[src/sv/tmig_pkg.sv]
// Shared types and constants for the triangle mesh index generator.
package tmig_pkg;

	localparam int IDX_W = 18;
	localparam int CFG_W = 8;
	localparam int COL_W = 9;
	localparam int ROW_W = 8;
	localparam int TRI_W = 3;

	// configuration register indexes
	localparam logic REG_NX        = 1'b0;
	localparam logic REG_HALF_ROWS = 1'b1;

	// region codes on the output
	localparam logic [1:0] REGION_EDGE  = 2'd0;
	localparam logic [1:0] REGION_SIDE  = 2'd1;
	localparam logic [1:0] REGION_INNER = 2'd2;

	typedef enum logic [1:0] {
		PH_EDGE  = 2'd0,
		PH_SIDE  = 2'd1,
		PH_INNER = 2'd2
	} phase_t;

	typedef struct packed {
		phase_t             phase;
		logic               sub_phase;
		logic [ROW_W-1:0]   row_pair;
		logic [COL_W-1:0]   column;
		logic [TRI_W-1:0]   tri_in_group;
	} walk_t;

	typedef struct packed {
		walk_t              walk;
		logic [IDX_W-1:0]   row_off;
		logic               last_face;
	} stage1_t;

endpackage

[src/sv/tmig_seq.sv]
// Triangle walk counters and first pipeline stage of the index generator.
module tmig_seq (
	input  logic                            clk,
	input  logic                            arst_n,
	input  logic                            in_valid,
	output logic                            in_ready,
	input  logic                            restart,
	input  logic [tmig_pkg::CFG_W-1:0]      nx,
	input  logic [tmig_pkg::CFG_W-1:0]      half_rows,
	input  logic                            advance,
	output logic                            s1_valid,
	output tmig_pkg::stage1_t               s1
);

	tmig_pkg::walk_t   walk_q;
	tmig_pkg::walk_t   cur;
	tmig_pkg::walk_t   nxt;
	tmig_pkg::stage1_t s1_s1;
	logic              valid_s1;
	logic              wrap;
	logic              accept;
	logic [9:0]        col_inc;
	logic [9:0]        col_lim;
	logic [8:0]        row_inc;
	logic [9:0]        pair_stride;

	assign in_ready = !valid_s1 || advance;
	assign accept   = in_valid && in_ready;
	assign pair_stride = {1'b0, nx, 1'b0} + 10'd7;
	assign col_inc = {1'b0, cur.column} + 10'd1;
	assign row_inc = {1'b0, cur.row_pair} + 9'd1;

	always_comb begin
		cur = walk_q;
		if (restart) begin
			cur = '0;
		end
		nxt  = cur;
		wrap = 1'b0;
		col_lim = 10'd0;
		unique case (cur.phase)
			tmig_pkg::PH_EDGE: begin
				if (cur.tri_in_group < 3'd3) begin
					nxt.tri_in_group = cur.tri_in_group + 3'd1;
				end else begin
					nxt.tri_in_group = '0;
					nxt.column = col_inc[tmig_pkg::COL_W-1:0];
					col_lim = {2'b00, nx} + 10'd2;
					if (col_inc >= col_lim) begin
						if (half_rows == '0) begin
							nxt  = '0;
							wrap = 1'b1;
						end else begin
							nxt = '0;
							nxt.phase = tmig_pkg::PH_SIDE;
						end
					end
				end
			end
			tmig_pkg::PH_SIDE: begin
				if (cur.tri_in_group < 3'd7) begin
					nxt.tri_in_group = cur.tri_in_group + 3'd1;
				end else begin
					nxt.tri_in_group = '0;
					nxt.row_pair = row_inc[tmig_pkg::ROW_W-1:0];
					if (row_inc >= {1'b0, half_rows}) begin
						nxt = '0;
						nxt.phase = tmig_pkg::PH_INNER;
						nxt.sub_phase = (nx == '0);
					end
				end
			end
			tmig_pkg::PH_INNER: begin
				if (cur.tri_in_group == '0) begin
					nxt.tri_in_group = 3'd1;
				end else begin
					nxt.tri_in_group = '0;
					nxt.column = col_inc[tmig_pkg::COL_W-1:0];
					col_lim = {2'b00, nx} + {9'd0, cur.sub_phase};
					if (col_inc >= col_lim) begin
						if (!cur.sub_phase) begin
							nxt.sub_phase = 1'b1;
							nxt.column = '0;
						end else if (row_inc >= {1'b0, half_rows}) begin
							nxt  = '0;
							wrap = 1'b1;
						end else begin
							nxt.row_pair = row_inc[tmig_pkg::ROW_W-1:0];
							nxt.sub_phase = (nx == '0);
							nxt.column = '0;
						end
					end
				end
			end
			default: begin
				nxt  = '0;
				wrap = 1'b1;
			end
		endcase
	end

	always_ff @(posedge clk or negedge arst_n) begin
		if (!arst_n) begin
			walk_q   <= '0;
			valid_s1 <= 1'b0;
		end else begin
			if (in_ready) begin
				valid_s1 <= in_valid;
			end
			if (accept) begin
				walk_q <= nxt;
			end
		end
	end

	always_ff @(posedge clk) begin
		if (accept) begin
			s1_s1.walk      <= cur;
			s1_s1.row_off   <= tmig_pkg::IDX_W'(cur.row_pair) *
				tmig_pkg::IDX_W'(pair_stride);
			s1_s1.last_face <= wrap;
		end
	end

	assign s1_valid = valid_s1;
	assign s1       = s1_s1;

endmodule

[src/sv/tmig_idx.sv]
// Vertex index arithmetic and result register of the index generator.
module tmig_idx (
	input  logic                            clk,
	input  logic                            arst_n,
	input  logic [tmig_pkg::CFG_W-1:0]      nx,
	input  logic [tmig_pkg::CFG_W-1:0]      half_rows,
	input  logic                            s1_valid,
	input  tmig_pkg::stage1_t               s1,
	output logic                            advance,
	output logic                            out_valid,
	input  logic                            out_ready,
	output logic [tmig_pkg::IDX_W-1:0]      vertex_a,
	output logic [tmig_pkg::IDX_W-1:0]      vertex_b,
	output logic [tmig_pkg::IDX_W-1:0]      vertex_c,
	output logic [1:0]                      region,
	output logic                            last_face
);

	logic [tmig_pkg::IDX_W-1:0] top_off_q;
	logic [tmig_pkg::IDX_W-1:0] n18;
	logic [tmig_pkg::IDX_W-1:0] col18;
	logic [tmig_pkg::IDX_W-1:0] base;
	logic [tmig_pkg::IDX_W-1:0] off_b;
	logic [tmig_pkg::IDX_W-1:0] off_c;
	logic [1:0]                 reg_sel;
	logic [1:0]                 grp;
	logic                       k;
	logic                       valid_q;
	logic [tmig_pkg::IDX_W-1:0] a_q;
	logic [tmig_pkg::IDX_W-1:0] b_q;
	logic [tmig_pkg::IDX_W-1:0] c_q;
	logic [1:0]                 region_q;
	logic                       last_q;

	assign n18   = tmig_pkg::IDX_W'(nx);
	assign col18 = tmig_pkg::IDX_W'(s1.walk.column);
	assign grp   = s1.walk.tri_in_group[2:1];
	assign k     = s1.walk.tri_in_group[0];
	assign advance = !valid_q || out_ready;

	// offset of the top boundary strip, w*(1+2h)+h
	always_ff @(posedge clk) begin
		top_off_q <= tmig_pkg::IDX_W'(({10'd0, nx} + 18'd3) *
			({9'd0, half_rows, 1'b1})) + tmig_pkg::IDX_W'(half_rows);
	end

	always_comb begin
		base    = '0;
		off_b   = '0;
		off_c   = '0;
		reg_sel = tmig_pkg::REGION_EDGE;
		unique case (s1.walk.phase)
			tmig_pkg::PH_EDGE: begin
				reg_sel = tmig_pkg::REGION_EDGE;
				base = col18 + ((grp != 2'd0) ? top_off_q : '0);
				off_b = k ? n18 + 18'd4 : 18'd1;
				off_c = k ? n18 + 18'd3 : n18 + 18'd4;
			end
			tmig_pkg::PH_SIDE: begin
				reg_sel = tmig_pkg::REGION_SIDE;
				case (grp)
					2'd0: base = n18 + 18'd3 + s1.row_off;
					2'd1: base = {n18[16:0], 1'b0} + 18'd4 + s1.row_off;
					2'd2: base = {n18[16:0], 1'b0} + 18'd6 + s1.row_off;
					default: base = {n18[16:0], 1'b0} + n18 + 18'd8 + s1.row_off;
				endcase
				if (grp == 2'd1 || grp == 2'd2) begin
					off_b = k ? n18 + 18'd5 : 18'd1;
					off_c = k ? n18 + 18'd4 : n18 + 18'd5;
				end else begin
					off_b = k ? n18 + 18'd4 : 18'd1;
					off_c = k ? n18 + 18'd3 : n18 + 18'd4;
				end
			end
			tmig_pkg::PH_INNER: begin
				reg_sel = tmig_pkg::REGION_INNER;
				if (!k) begin
					base = n18 + 18'd4 + col18 + s1.row_off;
				end else if (!s1.walk.sub_phase) begin
					base = {n18[16:0], 1'b0} + 18'd8 + col18 + s1.row_off;
				end else begin
					base = {n18[16:0], 1'b0} + 18'd7 + col18 + s1.row_off;
				end
				// up triangle when k differs from sub_phase
				if (k ^ s1.walk.sub_phase) begin
					off_b = n18 + 18'd4;
					off_c = n18 + 18'd3;
				end else begin
					off_b = 18'd1;
					off_c = n18 + 18'd4;
				end
			end
			default: begin
				base    = '0;
				reg_sel = tmig_pkg::REGION_EDGE;
			end
		endcase
	end

	always_ff @(posedge clk or negedge arst_n) begin
		if (!arst_n) begin
			valid_q <= 1'b0;
		end else if (advance) begin
			valid_q <= s1_valid;
		end
	end

	always_ff @(posedge clk) begin
		if (advance && s1_valid) begin
			a_q      <= base;
			if (s1.walk.phase == tmig_pkg::PH_EDGE || s1.walk.phase == tmig_pkg::PH_SIDE ||
				s1.walk.phase == tmig_pkg::PH_INNER) begin
				b_q <= base + off_b;
				c_q <= base + off_c;
			end else begin
				b_q <= '0;
				c_q <= '0;
			end
			region_q <= reg_sel;
			last_q   <= s1.last_face;
		end
	end

	assign out_valid = valid_q;
	assign vertex_a  = a_q;
	assign vertex_b  = b_q;
	assign vertex_c  = c_q;
	assign region    = region_q;
	assign last_face = last_q;

endmodule

[src/sv/triangle_mesh_index_generator.sv]
// Top level of the triangle mesh index generator.
// Each request on the slave stream yields one triangle (three vertex indices) of a
// structured mesh with a boundary ring, in the order bottom/top boundary, side
// boundary, interior; the final triangle carries tlast and the walk then wraps.
// Setting bit 0 of the request data restarts at the first triangle. One triangle
// is produced per clock while the result stream does not stall; each request is
// registered in the walk counter stage and then in the index adder stage.
// Write nx and half_rows only while no request is in flight.
module triangle_mesh_index_generator (
	input  logic                            clk,
	input  logic                            arst_n,
	input  logic                            cfg_we,
	input  logic                            cfg_index,
	input  logic [tmig_pkg::CFG_W-1:0]      cfg_data,
	input  logic                            s_axis_tvalid,
	output logic                            s_axis_tready,
	input  logic [7:0]                      s_axis_tdata,   // [0] restart
	output logic                            m_axis_tvalid,
	input  logic                            m_axis_tready,
	output logic [55:0]                     m_axis_tdata,   // [17:0] a, [35:18] b, [53:36] c
	output logic [1:0]                      m_axis_tuser,   // [1:0] region
	output logic                            m_axis_tlast    // last_face
);

	logic [tmig_pkg::CFG_W-1:0]  nx_q;
	logic [tmig_pkg::CFG_W-1:0]  half_rows_q;
	logic                        advance;
	logic                        s1_valid;
	tmig_pkg::stage1_t           s1;
	logic [tmig_pkg::IDX_W-1:0]  vertex_a;
	logic [tmig_pkg::IDX_W-1:0]  vertex_b;
	logic [tmig_pkg::IDX_W-1:0]  vertex_c;

	always_ff @(posedge clk or negedge arst_n) begin
		if (!arst_n) begin
			nx_q        <= 8'd8;
			half_rows_q <= 8'd4;
		end else if (cfg_we) begin
			unique case (cfg_index)
				tmig_pkg::REG_NX:        nx_q        <= cfg_data;
				tmig_pkg::REG_HALF_ROWS: half_rows_q <= cfg_data;
				default:                 nx_q        <= nx_q;
			endcase
		end
	end

	tmig_seq u_seq (
		.clk       (clk),
		.arst_n    (arst_n),
		.in_valid  (s_axis_tvalid),
		.in_ready  (s_axis_tready),
		.restart   (s_axis_tdata[0]),
		.nx        (nx_q),
		.half_rows (half_rows_q),
		.advance   (advance),
		.s1_valid  (s1_valid),
		.s1        (s1)
	);

	tmig_idx u_idx (
		.clk       (clk),
		.arst_n    (arst_n),
		.nx        (nx_q),
		.half_rows (half_rows_q),
		.s1_valid  (s1_valid),
		.s1        (s1),
		.advance   (advance),
		.out_valid (m_axis_tvalid),
		.out_ready (m_axis_tready),
		.vertex_a  (vertex_a),
		.vertex_b  (vertex_b),
		.vertex_c  (vertex_c),
		.region    (m_axis_tuser),
		.last_face (m_axis_tlast)
	);

	assign m_axis_tdata = {2'b00, vertex_c, vertex_b, vertex_a};

endmodule

[config.mk]
export PLATFORM = sky130hd
export DESIGN_NAME = triangle_mesh_index_generator
export DESIGN_NICKNAME = d
export VERILOG_FILES = /design/src/sv/tmig_pkg.sv /design/src/sv/tmig_seq.sv /design/src/sv/tmig_idx.sv /design/src/sv/triangle_mesh_index_generator.sv
export SDC_FILE = /design/constraint.sdc
export NUM_CORES = 1
export LEC_CHECK = 0
export BUFFER_PORTS_ARGS = -buffer_cell sky130_fd_sc_hd__buf_2
export CAP_MARGIN = 0
export CORE_UTILIZATION = 58
export CTS_CLUSTER_DIAMETER = 150
export CTS_CLUSTER_SIZE = 28
export DETAILED_ROUTE_END_ITERATION = 12
export PLACE_DENSITY = 0.79
export SYNTH_ARGS = -nofsm -noshare
export SYNTH_HDL_FRONTEND = slang
export SYNTH_SLANG_ARGS = --single-unit
[constraint.sdc]
create_clock -name clk -period 6.6 [get_ports clk]
set_clock_uncertainty 0.2 [all_clocks]
set_input_delay 0.33 -clock clk [delete_from_list [all_inputs] [get_ports clk]]
set_output_delay 0.33 -clock clk [all_outputs]
set_load 0.05 [all_outputs]
==> impl_metrics.csv, run 1 <==
group,metric,value,unit
route,wl,59000,µm
clock_tree,clk_pin_slew,0.07,ns
critical_path,worstPathRequired,6.79,ns
route,wl_per_cell,21.1,µm
global_route,grt_max_degree,58,
place,dpl.cell_count,2743,
sta,hold_viol,0,
sta,setup_viol,0,
synth,synth_edf_count,91,
global_route,grt_pass1_wl,91100,µm
cells_and_area,final_area,0.0215,mm²
place,detailedPlace.worstSlack,-0.0986,ns
cells_and_area,final_cells,2794,
pwr,ir_drop,1.31,mV
cells_and_area,area_delta_synth_final,10.3,%
critical_path,cp_max_fo,4,
place,hpwl,47600,µm
pwr,intPower,4.13,mW
sta,worstMarginPinSlew,1.10,ns
worst_hold_path,hold_class,"input pin to register",
synth,synth_most_common_cell,"inv_1",
pwr,p_sw_share,49.3,%
pwr,power,8.14,mW
synth,synthTopCellsByCount,"inv_1 (263), ha_1 (244), nand2_1 (195), nor2_1 (174), fa_1 (137)",
sta,post-route-period-util,96.8,%
sta,slew_headroom,26.6,%
route,vias,17200,
synth,yosys.area.top_type_share,15.7,%
pwr,p_sw,4.01,mW
synth,synthTopCellsByArea,"ha_1 (16%), fa_1 (14%), edfxtp_1 (14%), xnor2_1 (5.1%), inv_1 (5.1%)",
clock_tree,clk_path_buf_depth,2,
route,vias_per_cell,6.17,
place,portBuffers,73,
clock_tree,clock_latency,0.47,ns
pwr,clockPowerShare,11.2,%
synth,ys_dominant_reg_cell,"edfxtp_1",
route,first_iter_violations,1477,
route,ant_nets,0,
critical_path,worstPathArrival,6.58,ns
cells_and_area,final_core_util,65.5,%
synth,async_flop_share,27.3,%
critical_path,critPathCaptureType,"register",
floorplan,die_y,185,µm
floorplan,die_area,0.0343,mm²
cells_and_area,antennaDiodeCount,0,
place,placed_area,0.0207,mm²
critical_path,critical_path_class,"register to register",
place,gp_congestion,1.01,
floorplan,start_util,59.4,%
clock_tree,htreeDepth,4,
route,met3_length,4610,µm
floorplan,fp.dieW,185,µm
sta,fmax,157,MHz
synth,yosysWarnings,0,
route,wl_met2,27600,µm
synth,synthDistinctLibCells,90,
sta,finalMaxSlewViolations,0,
global_route,grt.overflow.total,0,
sta,timing.hold.ws,0.132,ns
synth,synth_area_leader_cell,"ha_1",
cells_and_area,fill_cells,2721,
floorplan,pin_count,83,
synth,synth-seq-cells,150,
sta,period_needed,6.39,ns
route,highest_layer,"met5",
cells_and_area,nets,2742,
synth,syn_inst,2231,
clock_tree,cts_sinks,150,
synth,syn_avg_cell_area,8.73,µm²
global_route,grt_antenna_before_repair,1,
floorplan,rows,66,
route,dr.pass1.iters,7,
critical_path,worstSetupStartpointType,"register",
global_route,grt_pass1_vias,16600,
sta,worst_slack,0.213,ns
clock_tree,numCtsBuffers,17,
global_route,grt_util_all_layers,35.4,%
route,drc,0,
pwr,power_density,379,mW/mm²
pwr,power.leakage,10.1,nW
synth,yosysSeqAreaShare,21.2,%
sta,tns,0,ns
run_status,outcome,"completed",
clock_tree,cts_root_buffer,"clkbuf_16",
clock_tree,cts_tree,"yes",
synth,netlist_area,0.0195,mm²
pwr,p_comb_share,71.4,%
floorplan,core,0.0328,mm²
flow_run,cap_violations,0,
pwr,seqPwrFrac,17.4,%
cells_and_area,layout-drive-gt1-share,11.1,%
route,m1WireLength,23500,µm
## worst max-delay path: stages, from the launching register on
cell      delay, ns
dfrtp_2        0.42
inv_1          0.12
ha_2           0.22
a21oi_4        0.08
nand2b_2       0.22
xnor2_4        0.23
nand2_1        0.09
fa_1           0.49
fa_1           0.53
inv_1          0.05
ha_1           0.27
inv_1          0.05
fa_1           0.54
inv_1          0.06
fa_1           0.46
ha_1           0.33
and2_1         0.16
a31o_2         0.23
o41a_1         0.34
a41o_1         0.27
or4_1          0.43
a31o_2         0.27
a21oi_2        0.15
xnor2_1        0.12
## power groups by stage
stage | logic (mW) | clock network [mW] | registers (mW)
2_1_floorplan | 3.90 | 0 | 1.64
3_3_place_gp | 5.52 | 0 | 1.42
3_5_place_dp | 5.65 | 0 | 1.43
4_1_cts | 5.69 | 0.920 | 1.41
5_1_grt | 6.44 | 0.954 | 1.43
6_report | 5.81 | 0.915 | 1.41
## flip-flops by register name, summed over array words and instances, names as in the netlist, 2 cells and up
signal	flops
u_idx.region	2
u_seq.s1	34
u_idx.vertex_a	18
u_idx.top_off_q	18
nx_q	8
half_rows_q	8
u_seq.walk_q	23
u_idx.vertex_c	18
u_idx.vertex_b	18
## layout make-up
type                    count  area [µm²]  share of cell area [%]
well taps                 442         553                    2.57
clock inverters            11        73.8                   0.344
repair buffers            169        1120                    5.21
multi-input cells        1721       14100                    65.7
flip-flops and latches    150        4130                    19.2
clock buffers              21         450                    2.10
inverters                 280        1050                    4.91
## cells by family after synthesis
group / share of synthesized area, %
mux: 1.88
buf+inv: 7.03
fa+ha+maj: 29.8
other cells: 0.0193
compound gates: 17.4
simple gates: 15.6
flops: 21.2
xor+xnor: 7.10
## what timing repair did
| action | CTS | global route |
|---|---|---|
| buffers inserted | 0 | 7 |
| resized for setup | 3 | 18 |
| cloned | 0 | 0 |
| pin swaps | 0 | 3 |
| hold buffers | 12 | 0 |
| endpoints found under the hold margin | 57 | 0 |
| setup endpoints to repair | 1 | 5 |
## layout by cell type (no fill, tap or decap), types with 15 or more instances in the layout
cell type / instances
o21ai_0: 101
and2_1: 25
a21oi_1: 128
ha_1: 240
nand3_1: 40
dfrtp_1: 36
buf_4: 83
nand4_1: 19
clkbuf_16: 17
xor2_1: 44
nand2b_1: 33
a211oi_1: 30
o22ai_1: 25
edfxtp_1: 91
nand2_1: 195
nor2_1: 172
and3_1: 17
nor3_1: 34
inv_1: 261
fa_1: 137
nor2b_1: 44
xnor2_1: 109
a21o_1: 47
mux2i_1: 22
buf_2: 73
o211ai_1: 15
dfxtp_1: 18
a31oi_1: 15
## final timing paths
path | from | to | slack (ns) | cells after the start
min in group asynchronous | arst_n | u_seq.walk_q[9] | 0.38 | 2
setup reg to reg | nx_q[1] | u_idx.top_off_q[16] | 0.21 | 23
max in group asynchronous | arst_n | nx_q[0] | 5.15 | 2
setup / recovery | nx_q[1] | u_idx.top_off_q[16] | 0.21 | 23
hold reg to reg | u_seq.s1[0] | u_idx.last_face | 0.25 | 0
hold / removal | cfg_index | nx_q[3] | 0.13 | 4
## per-layer routing
metal	vias up	track usage [%]
met4	2	18.5
met5	-	0
met2	841	57.8
li1	7952	-
met1	8262	44.9
met3	177	5.88
Note: power is estimated with default switching activity, not from simulation.
==> run 2: changes to the inputs <==
CORE_UTILIZATION = 60   (was 58)
PLACE_DENSITY = unset   (was 0.79)
PLACE_DENSITY_LB_ADDON = 0.08   (was unset)
clock period = 7.7 ns   (was 6.6 ns; I/O delays follow)
==> impl_metrics.csv, run 2 (synthesized netlist as in run 1, its figures left out) <==
group,metric,value,unit
clock_tree,cts_sinks,150,
route,wl,55200,µm
place,detailedPlace.worstSlack,0.794,ns
route,vias_per_cell,6.21,
route,ant_nets,0,
clock_tree,cts_tree,"yes",
critical_path,worstSetupStartpointType,"register",
route,wl_per_cell,20.4,µm
cells_and_area,layout_common_cells,"inv_1 (263), ha_1 (244), nand2_1 (195)",
clock_tree,cts-resized-gates,0,
clock_tree,hold_buffers,7,
worst_hold_path,hold_class,"input pin to register",
critical_path,reg2reg_from,"nx_q[2]",
floorplan,die_area,0.0332,mm²
worst_hold_path,holdPathStages,3,
floorplan,start_util,61.4,%
cells_and_area,final_area,0.0210,mm²
cells_and_area,ff_latch_area,0.00412,mm²
sta,tns,0,ns
cells_and_area,final_common_cell,"inv_1",
pwr,ir_drop,0.892,mV
clock_tree,clk_pin_slew,0.07,ns
route,vias,16800,
sta,worst_slack,0.656,ns
clock_tree,clk_path_buf_depth,2,
clock_tree,numCtsBuffers,17,
critical_path,worstPathArrival,7.02,ns
sta,fmax,142,MHz
cells_and_area,final_core_util,66.2,%
critical_path,rr_worst_depth,25,
critical_path,slowest_stage,"xnor2_1",
place,gp_congestion,0.988,
sta,period_needed,7.04,ns
place,placed_area,0.0203,mm²
floorplan,core,0.0317,mm²
worst_hold_path,worstHoldStart,"cfg_data[6]",
clock_tree,htreeDepth,4,
sta,finalMaxSlewViolations,0,
global_route,grt_antenna_before_repair,0,
critical_path,critPathLaunch,"nx_q[2]",
floorplan,pin_count,83,
global_route,grt_pass1_wl,87600,µm
clock_tree,clock_latency,0.47,ns
place,dpl.cell_count,2663,
critical_path,cp_max_fo,12,
sta,worstMarginPinSlew,1.05,ns
sta,grt_setup_unrepaired,"false",
route,drc,0,
global_route,grt_util_all_layers,34.4,%
cells_and_area,fill_cells,2680,
pwr,power,6.73,mW
cells_and_area,largest_register_ff_count,34,
flow_run,cap_violations,0,
place,hpwl,44400,µm
run_status,outcome,"completed",
cells_and_area,layout-drive-gt1-share,8.48,%
critical_path,critPathCaptureType,"register",
sta,hold_viol,0,
floorplan,die_y,182,µm
pwr,power.leakage,9.84,nW
cells_and_area,multiInputGateArea,0.0140,mm²
sta,timing.hold.ws,0.0396,ns
floorplan,fp.dieW,182,µm
route,dr.pass1.iters,6,
sta,setup_viol,0,
critical_path,worstPathRequired,7.67,ns
cells_and_area,final_cells,2702,
global_route,grt_max_degree,58,
sta,post-route-period-util,91.5,%
cells_and_area,nets,2690,
sta,slew_headroom,30.2,%
global_route,grt.overflow.total,0,
floorplan,rows,65,
pwr,power_density,320,mW/mm²
critical_path,critical_path_class,"register to register",
route,first_iter_violations,1532,
clock_tree,post_cts_buffers,0,
critical_path,slowest_delay,0.76,ns
cells_and_area,antennaDiodeCount,0,
cells_and_area,area_delta_synth_final,7.75,%
place,portBuffers,73,
global_route,grt_pass1_vias,16500,
clock_tree,cts_root_buffer,"clkbuf_16",
[run 2: cell count changes in the layout (fill, tap and decap cells not counted), sizes merged]
cell / delta
clkbuf: -4
clkinv: +6
clkinvlp: -1
inv: -1
buf: -47
dlygate4sd3: -5
[run 2: final timing paths]
| path | end | slack [ns] |
|---|---|---|
| min in group asynchronous | u_seq.s1_valid | 0.40 |
| worst max-delay path | u_idx.vertex_c[17] | 0.66 |
| max in group asynchronous | half_rows_q[5] | 6.29 |
| worst min-delay path | nx_q[6] | 0.04 |
| worst max register to register | u_idx.vertex_c[17] | 0.66 |
| worst min register to register | u_idx.last_face | 0.28 |
[run 2: critical path, delay by kind of cell (launching register included)]
family / cells / cell delay (ns)
fa+ha+maj: 4 / 1.35
flops: 1 / 0.43
compound gates: 9 / 1.75
simple gates: 6 / 1.26
buf+inv: 4 / 0.86
xor+xnor: 1 / 0.76
mux: 1 / 0.14
[run 2: cell type report]
cell class	count	area share (%)
clock buffers	17	2.03
flip-flops and latches	150	19.6
repair buffers	117	3.40
multi-input cells	1721	66.7
well taps	402	2.40
inverters	280	5.01
clock inverters	15	0.864
[run 2: where the power goes]
group / switching, mW / internal, mW / leakage (nW)
logic: 2.74 / 1.91 / 7.97
clock network: 0.428 / 0.438 / 0.295
registers: 0.123 / 1.09 / 1.58
[run 2: metal layers]
layer	GRT usage [%]	vias to the layer above	part of all wire, %
li1	-	7847	-
met1	44.8	8059	41
met2	55.9	731	47
met3	5.09	151	7.5
met4	17.5	0	4.7
met5	0	-	0
==> run 3: changes to the inputs <==
ABC_AREA = 1   (was unset)
==> impl_metrics.csv, run 3 <==
group,metric,value,unit
cells_and_area,final_common_cell,"nand2_1",
global_route,gr-max-usage-layer,"met2",
synth,synth_edf_count,91,
synth,ys_dominant_reg_cell,"edfxtp_1",
route,wl,65400,µm
place,detailedPlace.worstSlack,1.00,ns
clock_tree,clk_path_buf_depth,2,
pwr,power_density,387,mW/mm²
pwr,clockPowerShare,9.9,%
floorplan,start_util,61.2,%
cells_and_area,layout-drive-gt1-share,7.55,%
synth,syn_avg_cell_area,7.19,µm²
sta,post-route-period-util,88.6,%
place,portBuffers,73,
cells_and_area,final_cells,3391,
sta,setup_viol,0,
cells_and_area,nets,3331,
pwr,p_comb_share,73.2,%
synth,synthTopCellsByCount,"nand2_1 (669), inv_1 (510), nor2_1 (254), ha_1 (244), nand3_1 (221)",
run_status,outcome,"completed",
floorplan,die_area,0.0351,mm²
sta,finalMaxSlewViolations,0,
sta,period_needed,6.82,ns
global_route,grt_util_all_layers,38.2,%
route,first_iter_violations,1876,
cells_and_area,multiInputGateArea,0.0142,mm²
pwr,p_sw,4.82,mW
cells_and_area,ff_latch_area,0.00412,mm²
place,dpl.cell_count,3352,
route,ant_nets,0,
critical_path,worstPathRequired,7.86,ns
cells_and_area,largest_register_ff_count,34,
synth,synthDistinctLibCells,59,
sta,hold_viol,0,
flow_run,cap_violations,0,
sta,fmax,147,MHz
critical_path,worstSetupStartpointType,"register",
sta,tns,0,ns
pwr,intPower,3.75,mW
worst_hold_path,hold_class,"input pin to register",
critical_path,critPathCaptureType,"register",
clock_tree,htreeDepth,4,
critical_path,critical_path_class,"register to register",
floorplan,fp.dieW,187,µm
critical_path,worstPathArrival,6.98,ns
cells_and_area,fill_cells,3084,
cells_and_area,area_delta_synth_final,7.43,%
global_route,grt_pass1_vias,19100,
clock_tree,clk_pin_slew,0.07,ns
synth,yosysWarnings,0,
floorplan,die_y,187,µm
critical_path,slowest_stage,"dfrtp_1",
pwr,ir_drop,0.247,mV
floorplan,core,0.0336,mm²
global_route,grt_max_degree,58,
critical_path,rr_worst_depth,29,
cells_and_area,layout_common_cells,"nand2_1 (669), inv_1 (509), nor2_1 (253)",
worst_hold_path,whs_endpoint,"nx_q[5]",
floorplan,pin_count,83,
global_route,grt.overflow.total,0,
global_route,grt_antenna_before_repair,2,
cells_and_area,final_area,0.0221,mm²
pwr,seqPwrFrac,16.9,%
critical_path,regToRegSetupSlack,0.88,ns
global_route,use_met3,7.02,%
global_route,grt_pass1_wl,103000,µm
synth,synthTopCellsByArea,"ha_1 (15%), fa_1 (13%), edfxtp_1 (13%), nand2_1 (12%), inv_1 (9.3%)",
synth,syn_inst,2861,
synth,synth-seq-cells,150,
place,gp_congestion,1.02,
synth,synth_most_common_cell,"nand2_1",
sta,timing.hold.ws,0.0107,ns
global_route,gr-usage-met2,60.0,%
route,vias_per_cell,5.85,
synth,yosys.area.top_type_share,14.8,%
worst_hold_path,holdPathStages,3,
critical_path,cp_max_fo,14,
route,dr.pass1.iters,6,
worst_hold_path,worstHoldStart,"cfg_data[5]",
critical_path,reg2reg_from,"nx_q[2]",
clock_tree,clock_latency,0.47,ns
critical_path,slowest_delay,0.60,ns
route,drc,0,
sta,grt_setup_unrepaired,"false",
sta,worstMarginPinSlew,1.04,ns
global_route,grtUsageMet1,49.2,%
pwr,power.leakage,11.6,nW
sta,worst_slack,0.875,ns
cells_and_area,final_core_util,65.8,%
clock_tree,cts_tree,"yes",
clock_tree,cts_sinks,150,
synth,synth_area_leader_cell,"ha_1",
clock_tree,post_cts_buffers,0,
critical_path,crit_top_cell,"nand2_1",
floorplan,rows,67,
synth,yosysSeqAreaShare,20.0,%
pwr,power,8.57,mW
clock_tree,numCtsBuffers,17,
sta,slew_headroom,30.1,%
route,wl_per_cell,19.3,µm
synth,async_flop_share,27.3,%
clock_tree,cts_root_buffer,"clkbuf_16",
synth,netlist_area,0.0206,mm²
pwr,p_sw_share,56.3,%
route,vias,19800,
place,hpwl,53300,µm
critical_path,rr_endpoint,"u_idx.top_off_q[16]",
place,placed_area,0.0215,mm²
## run 3: changes by cell type in the layout (fill, tap and decap cells not counted), moves of 35 or more
cell      previous run  this run
nor2b_1             44         0
nand2_1            195       669
xnor2_1            114        30
nand3_1             40       221
a21o_1              47         5
inv_1              263       509
nand2b_1            35         0
nor2_1             174       253
## run 3: cell families (layout without fill, tap and decap cells)
kind of cell,Yosys count,in the layout,share of synthesized area [%]
AND/OR/NAND/NOR,1264,1264,26.4
buffers and inverters,597,676,11.1
adder cells (fa/ha/maj),381,381,28.2
AO/OA/AOI/OAI,381,381,10.6
flip-flops,150,150,20.0
XOR/XNOR,84,84,3.57
multiplexers,3,3,0.164
other,1,4,0.0182
## run 3: how the worst max path moves through the flow
stage | endpoint | from | slack, ns
2_1_floorplan | u_idx.top_off_q[16] | nx_q[1] | 1.19
3_3_place_gp | u_idx.top_off_q[16] | nx_q[2] | 1.09
3_5_place_dp | u_idx.top_off_q[16] | nx_q[2] | 1.00
4_1_cts | u_idx.top_off_q[16] | nx_q[2] | 0.95
5_1_grt | u_idx.top_off_q[16] | nx_q[2] | 0.41
6_report | u_idx.top_off_q[16] | nx_q[2] | 0.88
## run 3: power by group through the flow
stage               Sequential [mW]  Combinational [mW]  Clock (mW)
floorplan                      1.68                4.36           0
global placement               1.45                5.99           0
detailed placement             1.46                6.13           0
CTS                            1.44                6.18       0.859
global route                   1.46                7.01       0.888
finish                         1.45                6.27       0.851
## run 3: worst max-delay path: cells and delay by family, from the launching register on
| kind | cells | cell delay (ns) |
|---|---|---|
| compound gates | 7 | 1.07 |
| fa+ha+maj | 7 | 3.01 |
| buf+inv | 6 | 0.72 |
| flops | 1 | 0.60 |
| simple gates | 9 | 1.09 |
## run 3: cell type report
type | count | area share, %
tap | 448 | 2.53
multi-input combinational | 2115 | 64.2
inverter | 538 | 9.13
clock buffer | 17 | 1.92
antenna | 2 | 0.0226
timing repair buffer | 106 | 2.83
clock inverter | 15 | 0.713
sequential | 150 | 18.6
## run 3: timing repair
item,in CTS,in global routing
hold buffers,5,0
resized for setup,0,0
hold endpoints to repair,45,0
## run 3: layer usage
layer	share of wire (%)	vias up	wire [µm]
met2	44	1018	28700
met5	0.020	-	13
li1	-	9331	-
met1	40	9219	26300
met4	6.5	2	4250
met3	9.3	254	6080
